File: config.mk
export PLATFORM = sky130hd
export DESIGN_NAME = delimited_command_frame_parser_top
export DESIGN_NICKNAME = d
export VERILOG_FILES = /design/src/hw/rtl/dcfp_pkg.sv /design/src/hw/rtl/dcfp_in_reg.sv /design/src/hw/rtl/dcfp_frame.sv /design/src/hw/rtl/dcfp_out_reg.sv /design/src/hw/rtl/delimited_command_frame_parser_top.sv
export SDC_FILE = /design/constraint.sdc
export NUM_CORES = 1
export LEC_CHECK = 0
export BUFFER_PORTS_ARGS = -buffer_cell sky130_fd_sc_hd__buf_2
export CAP_MARGIN = 20
export CORE_UTILIZATION = 50
export DETAILED_ROUTE_END_ITERATION = 16
export PLACE_DENSITY = 0.74
export SKIP_CTS_REPAIR_TIMING = 1
export SLEW_MARGIN = 20
export SYNTH_ARGS = -nofsm -noshare
export SYNTH_HDL_FRONTEND = slang
export SYNTH_SLANG_ARGS = --single-unit
File: constraint.sdc
create_clock -name clk_i -period 3.9 [get_ports clk_i]
set_clock_uncertainty 0.15 [all_clocks]
set_input_delay 0.39 -clock clk_i [delete_from_list [all_inputs] [get_ports clk_i]]
set_output_delay 0.39 -clock clk_i [all_outputs]
set_load 0.02 [all_outputs]
File: src/hw/rtl/dcfp_pkg.sv
// dcfp_pkg: shared constants and the result record of the command frame parser
// no dependencies; used by every module of the parser

package dcfp_pkg;

  localparam logic [7:0] OpenMark  = 8'h3C;  // '<'
  localparam logic [7:0] CloseMark = 8'h3E;  // '>'
  localparam logic [7:0] SepMark   = 8'h2C;  // ','

  localparam int unsigned ByteW    = 8;
  localparam int unsigned FrameLen = 9;
  localparam int unsigned CntW     = 4;

  localparam logic [CntW-1:0] FrameLenCnt = CntW'(FrameLen);
  localparam logic [CntW-1:0] OverMark    = CntW'(FrameLen + 1);

  localparam int unsigned OutDataW = 72;

  typedef struct packed {
    logic        frame_ok;
    logic [7:0]  cmd_id;
    logic [7:0]  arg_one;
    logic [7:0]  arg_two;
    logic [15:0] led_word0;
    logic [15:0] led_word1;
    logic [15:0] led_word2;
  } result_t;

endpackage

File: src/hw/rtl/dcfp_in_reg.sv
// dcfp_in_reg: input register of the parser, holds one received byte
// depends on dcfp_pkg

module dcfp_in_reg (
  input  logic                      clk_i,
  input  logic                      rst_ni,
  input  logic                      s_axis_tvalid_i,
  output logic                      s_axis_tready_o,
  input  logic [dcfp_pkg::ByteW-1:0] s_axis_tdata_i,  // rx_byte
  input  logic                      take_i,
  output logic                      valid_o,
  output logic [dcfp_pkg::ByteW-1:0] byte_o
);

  logic                       valid_q, valid_d;
  logic [dcfp_pkg::ByteW-1:0] byte_q;

  // a held byte leaves in the same cycle a new one arrives
  assign s_axis_tready_o = !valid_q || take_i;

  always_comb begin
    valid_d = valid_q;
    if (s_axis_tready_o) begin
      valid_d = s_axis_tvalid_i;
    end
  end

  always_ff @(posedge clk_i or negedge rst_ni) begin
    if (!rst_ni) begin
      valid_q <= 1'b0;
    end else begin
      valid_q <= valid_d;
    end
  end

  always_ff @(posedge clk_i) begin
    if (s_axis_tready_o && s_axis_tvalid_i) begin
      byte_q <= s_axis_tdata_i;
    end
  end

  assign valid_o = valid_q;
  assign byte_o  = byte_q;

endmodule

File: src/hw/rtl/dcfp_frame.sv
// dcfp_frame: frame tracking, payload store and result unpacking
// depends on dcfp_pkg

module dcfp_frame (
  input  logic                       clk_i,
  input  logic                       rst_ni,
  input  logic                       step_i,
  input  logic [dcfp_pkg::ByteW-1:0] byte_i,
  output logic                       emit_o,
  output dcfp_pkg::result_t          res_o
);

  logic                        in_frame_q, in_frame_d;
  logic [dcfp_pkg::CntW-1:0]   byte_count_q, byte_count_d;
  logic [dcfp_pkg::ByteW-1:0]  store_q [dcfp_pkg::FrameLen];
  logic                        is_open, is_close, is_sep, store_en;

  assign is_open  = (byte_i == dcfp_pkg::OpenMark);
  assign is_close = (byte_i == dcfp_pkg::CloseMark);
  assign is_sep   = (byte_i == dcfp_pkg::SepMark);

  assign emit_o   = in_frame_q && is_close;
  assign store_en = step_i && in_frame_q && !is_close && !is_sep &&
                    (byte_count_q < dcfp_pkg::FrameLenCnt);

  always_comb begin
    in_frame_d   = in_frame_q;
    byte_count_d = byte_count_q;
    if (step_i) begin
      if (!in_frame_q) begin
        if (is_open) begin
          in_frame_d   = 1'b1;
          byte_count_d = '0;
        end
      end else if (is_close) begin
        in_frame_d = 1'b0;
      end else if (!is_sep) begin
        if (byte_count_q < dcfp_pkg::FrameLenCnt) begin
          byte_count_d = byte_count_q + 1'b1;
        end else begin
          // sticky overflow mark, frame will be rejected
          byte_count_d = dcfp_pkg::OverMark;
        end
      end
    end
  end

  always_ff @(posedge clk_i or negedge rst_ni) begin
    if (!rst_ni) begin
      in_frame_q   <= 1'b0;
      byte_count_q <= '0;
    end else begin
      in_frame_q   <= in_frame_d;
      byte_count_q <= byte_count_d;
    end
  end

  for (genvar g = 0; g < dcfp_pkg::FrameLen; g++) begin : g_store
    always_ff @(posedge clk_i) begin
      if (store_en && (byte_count_q == dcfp_pkg::CntW'(g))) begin
        store_q[g] <= byte_i;
      end
    end
  end

  always_comb begin
    res_o = '0;
    if (byte_count_q == dcfp_pkg::FrameLenCnt) begin
      res_o.frame_ok  = 1'b1;
      res_o.cmd_id    = store_q[0];
      res_o.arg_one   = store_q[1];
      res_o.arg_two   = store_q[2];
      res_o.led_word0 = {store_q[4], store_q[3]};
      res_o.led_word1 = {store_q[6], store_q[5]};
      res_o.led_word2 = {store_q[8], store_q[7]};
    end
  end

  a_count_bound: assert property (@(posedge clk_i) disable iff (!rst_ni)
    byte_count_q <= dcfp_pkg::OverMark)
    else $error("byte count beyond overflow mark");

  a_open_clears: assert property (@(posedge clk_i) disable iff (!rst_ni)
    (step_i && !in_frame_q && is_open) |=> (in_frame_q && byte_count_q == '0))
    else $error("frame open did not clear the count");

  a_close_idles: assert property (@(posedge clk_i) disable iff (!rst_ni)
    (step_i && emit_o) |=> !in_frame_q)
    else $error("frame still open after close");

  a_overflow_sticky: assert property (@(posedge clk_i) disable iff (!rst_ni)
    (in_frame_q && byte_count_q == dcfp_pkg::OverMark && !(step_i && is_close))
      |=> byte_count_q == dcfp_pkg::OverMark)
    else $error("overflow mark lost inside a frame");

endmodule

File: src/hw/rtl/dcfp_out_reg.sv
// dcfp_out_reg: result register driving the output stream
// depends on dcfp_pkg

module dcfp_out_reg (
  input  logic                          clk_i,
  input  logic                          rst_ni,
  input  logic                          load_i,
  input  dcfp_pkg::result_t             res_i,
  output logic                          ready_o,
  output logic                          m_axis_tvalid_o,
  input  logic                          m_axis_tready_i,
  // cmd_id, arg_one, arg_two, led_word0, led_word1, led_word2
  output logic [dcfp_pkg::OutDataW-1:0] m_axis_tdata_o,
  output logic                          m_axis_tuser_o  // frame_ok
);

  logic              valid_q, valid_d;
  dcfp_pkg::result_t res_q;

  assign ready_o = !valid_q || m_axis_tready_i;

  always_comb begin
    valid_d = valid_q;
    if (ready_o) begin
      valid_d = load_i;
    end
  end

  always_ff @(posedge clk_i or negedge rst_ni) begin
    if (!rst_ni) begin
      valid_q <= 1'b0;
    end else begin
      valid_q <= valid_d;
    end
  end

  always_ff @(posedge clk_i) begin
    if (ready_o && load_i) begin
      res_q <= res_i;
    end
  end

  assign m_axis_tvalid_o = valid_q;
  assign m_axis_tuser_o  = res_q.frame_ok;
  assign m_axis_tdata_o  = {res_q.led_word2, res_q.led_word1, res_q.led_word0,
                            res_q.arg_two, res_q.arg_one, res_q.cmd_id};

endmodule

File: src/hw/rtl/delimited_command_frame_parser_top.sv
// Delimited command frame parser: takes one received byte per transaction and
// emits one result per '<' ... '>' frame. A byte is taken every cycle unless the
// output is back-pressured; each byte is held in the input register, the state
// update and result unpacking happen between that register and the result
// register, so a result is valid on the output once its closing '>' has passed
// through both registers. Commas inside a frame are dropped, a frame is good only
// with exactly nine payload bytes (tuser high), and a rejected frame gives all
// data fields zero. Throughput stalls only under output back-pressure.
// depends on dcfp_pkg, dcfp_in_reg, dcfp_frame, dcfp_out_reg

module delimited_command_frame_parser_top (
  input  logic                          clk_i,
  input  logic                          rst_ni,
  input  logic                          s_axis_tvalid_i,
  output logic                          s_axis_tready_o,
  input  logic [dcfp_pkg::ByteW-1:0]    s_axis_tdata_i,   // rx_byte
  output logic                          m_axis_tvalid_o,
  input  logic                          m_axis_tready_i,
  // cmd_id, arg_one, arg_two, led_word0, led_word1, led_word2
  output logic [dcfp_pkg::OutDataW-1:0] m_axis_tdata_o,
  output logic                          m_axis_tuser_o    // frame_ok
);

  logic                       in_valid, out_ready, step, emit;
  logic [dcfp_pkg::ByteW-1:0] in_byte;
  dcfp_pkg::result_t          res;

  // a byte is processed only when the result register can take a result
  assign step = in_valid && out_ready;

  dcfp_in_reg u_in_reg (
    .clk_i           (clk_i),
    .rst_ni          (rst_ni),
    .s_axis_tvalid_i (s_axis_tvalid_i),
    .s_axis_tready_o (s_axis_tready_o),
    .s_axis_tdata_i  (s_axis_tdata_i),
    .take_i          (step),
    .valid_o         (in_valid),
    .byte_o          (in_byte)
  );

  dcfp_frame u_frame (
    .clk_i  (clk_i),
    .rst_ni (rst_ni),
    .step_i (step),
    .byte_i (in_byte),
    .emit_o (emit),
    .res_o  (res)
  );

  dcfp_out_reg u_out_reg (
    .clk_i           (clk_i),
    .rst_ni          (rst_ni),
    .load_i          (step && emit),
    .res_i           (res),
    .ready_o         (out_ready),
    .m_axis_tvalid_o (m_axis_tvalid_o),
    .m_axis_tready_i (m_axis_tready_i),
    .m_axis_tdata_o  (m_axis_tdata_o),
    .m_axis_tuser_o  (m_axis_tuser_o)
  );

endmodule
==> flow_metrics.env <==
export IMPL_die_w_um=109
export IMPL_synth_flop_cell="edfxtp_1"
export IMPL_yosys_area_top_type="edfxtp_1"
export IMPL_grt_max_degree=74
export IMPL_yosysWarnings=0
export IMPL_drv_cap=0
export IMPL_hold_violations=0
export IMPL_rsz0062_at_grt="no"
export IMPL_syn_inst=298
export IMPL_n_antenna_cell=0
export IMPL_rrSetupSlack_ns=0.82
export IMPL_synth_cell_type_count=35
export IMPL_crit_path_end_kind="flop"
export IMPL_worst_slew_pin_slew_ns=1.12
export IMPL_start_util=0.520
export IMPL_arrival_ns=3.00
export IMPL_route_detailed_drc=0
export IMPL_finalCritPeriodShare=0.789
export IMPL_htreeDepth=4
export IMPL_numPortBuffers=86
export IMPL_fin_cells=555
export IMPL_antenna_found_initial=0
export IMPL_max_slew_margin_rel=0.246
export IMPL_clk_latency_ns=0.41
export IMPL_leakagePower_nw=2.50
export IMPL_ant_nets=0
export IMPL_post_drt_wl_per_cell_um=15.8
export IMPL_pin_count=87
export IMPL_synth_area_mm2=0.00571
export IMPL_hold_depth=1
export IMPL_synth_top_family_by_area="simple AND/OR/NAND/NOR gates"
export IMPL_drt_wl_total_mm=8.76
export IMPL_synthArstFlopShare=0.0438
export IMPL_cts_sinks=160
export IMPL_reg2regPathDepth=5
export IMPL_dieArea_mm2=0.0119
export IMPL_first_iter_violations=123
export IMPL_final_layout_size_suffix_gt1_frac=0.299
export IMPL_finalMaxSlewViolations=0
export IMPL_cts_root_buffer="clkbuf_16"
export IMPL_grt_pass1_wl_mm=13.2
export IMPL_first_global_vias=2670
export IMPL_powerDensity_mw_per_mm2=556
export IMPL_synth_adder_area_share=0.0109
export IMPL_synthSimpleGateAreaFrac=0.124
export IMPL_cts_clk_slew_worst_paths_ns=0.06
export IMPL_fp_dieH_um=109
export IMPL_grt_remaining_overflow=0
export IMPL_place_congestion=0.729
export IMPL_hold_class="in -> reg"
export IMPL_first_pass_iters=5
export IMPL_yosys_top_cells_area="edfxtp_1 (80%), and2_1 (8.9%), dfrtp_1 (3.1%)"
export IMPL_n_fill_cell=772
export IMPL_synth_mux_area_frac=0.00547
export IMPL_layout_commonest_cell="edfxtp_1"
export IMPL_syn_nets=315
export IMPL_path_class="reg -> reg"
export IMPL_finalSetupViolCount=0
export IMPL_core_mm2=0.0110
export IMPL_synth_top_cell_area_share=0.804
export IMPL_worstSetupStartpointType="flop"
export IMPL_dp_cells=518
export IMPL_fin_setup_tns_ns=0
export IMPL_cts_tree="yes"
export IMPL_vias_per_cell=4.94
export IMPL_postPlaceCellArea_mm2=0.00631
export IMPL_max_freq_mhz=325
export IMPL_vias=2744
export IMPL_area_growth_pct=21.9
export IMPL_clock_path_buffers=2
export IMPL_final_cell_mix="edfxtp_1 (153), buf_2 (86), and2_1 (81), clkbuf_16 (17), dfrtp_1 (7)"
export IMPL_grt_usage=0.158
export IMPL_seq_area_frac_synth=0.835
export IMPL_ys_ff_latch=160
export IMPL_synth_edf_count=153
export IMPL_cts_buffers=17
export IMPL_peakVddDrop_uv=316
export IMPL_status="complete, no violations"
export IMPL_place_detailed_hpwl_mm=5.76
export IMPL_crit_required_ns=3.82
export IMPL_rows=38
export IMPL_final_area_mm2=0.00696
export IMPL_cp_max_fo=29
export IMPL_fin_crit_ns=3.08
export IMPL_avgSynthCellArea_um2=19.2
export IMPL_synth_compound_area_frac=0.0147
export IMPL_synth_xor_area_frac=0.00153
export IMPL_nets=419
-- path summary, 6_finish.rpt --
path | to | from
worst max register to register | u_out_reg.m_axis_tdata_o[47] | u_in_reg.byte_o[0]
max in group asynchronous | u_frame.byte_count_q[0] | rst_ni
worst min register to register | u_out_reg.m_axis_tdata_o[1] | u_frame.store_q[0][1]
worst min-delay path | u_in_reg.byte_o[6] | s_axis_tdata_i[6]
min in group asynchronous | u_out_reg.m_axis_tvalid_o | rst_ni
worst max-delay path | u_out_reg.m_axis_tdata_o[47] | u_in_reg.byte_o[0]
-- cell usage after synthesis (all sizes together) (2+ instances only) --
master / instances
nor2: 4
nand2b: 3
clkbuf: 8
nand3: 3
nor4: 2
nand2: 2
edfxtp: 153
a211oi: 2
inv: 4
dfrtp: 7
and3: 2
ha: 5
nand4b: 2
mux2i: 2
a21oi: 2
and2: 81
-- metrics by stage --
step | utilization | setup WS [ns] | power [mW] | hold slack, ns
4_1_cts | 0.629 | 0.804 | 3.89 | -0.360
3_3_place_gp | 0.574 | 0.925 | 2.24 | 0.0750
6_report | 0.634 | 0.824 | 3.87 | 0.00492
5_1_grt | 0.634 | 0.701 | 4.00 | 0.00143
3_5_place_dp | 0.574 | 0.831 | 2.25 | 0.0786
2_1_floorplan | - | 0.221 | 2.18 | -0.0556
-- worst max-delay path, stage by stage, from the launching register on --
cell and delay (ns):
edfxtp_1 0.56, nand4b_4 0.27, or4b_4 0.52, nor2_2 0.15
and3_2 0.63, buf_4 0.44
-- power by group --
| part | switching (mW) | internal [mW] | total, mW |
|---|---|---|---|
| combinational | 0.115 | 0.0893 | 0.205 |
| clock | 0.592 | 1.07 | 1.66 |
| sequential | 0.0546 | 1.95 | 2.01 |
| total | 0.762 | 3.11 | 3.87 |
-- metal layers --
layer / vias to the layer above / global-route usage / share of wire
li1: 1308 / - / -
met1: 1337 / 0.192 / 0.42
met2: 88 / 0.260 / 0.50
met3: 11 / 0.0436 / 0.057
met4: 0 / 0.0811 / 0.018
met5: - / 0 / 0
-- cell families after synthesis --
kind of cell    after synthesis
compound gates               10
xor+xnor                      1
fa+ha+maj                     5
buf+inv                      13
flops                       160
mux                           3
simple gates                106
-- state kept, by name, indices dropped and copies added (netlist names) --
| register | count |
|---|---|
| u_out_reg.m_axis_tvalid_o | 1 |
| u_frame.store_q | 72 |
| u_out_reg.m_axis_tuser_o | 1 |
| u_frame.in_frame_q | 1 |
| u_in_reg.valid_o | 1 |
| u_frame.byte_count_q | 4 |
| u_in_reg.byte_o | 8 |
| u_out_reg.m_axis_tdata_o | 72 |
-- layout make-up --
type / count / area (um^2) / area share
Timing Repair Buffer: 94 / 503 / 0.0722
Tap cell: 140 / 175 / 0.0252
Sequential cell: 160 / 4770 / 0.685
Inverter: 4 / 15.0 / 0.00216
Multi-Input combinational cell: 125 / 896 / 0.129
Clock buffer: 21 / 440 / 0.0633
Clock inverter: 11 / 164 / 0.0235
No activity file was read; power rests on OpenSTA's default activity.
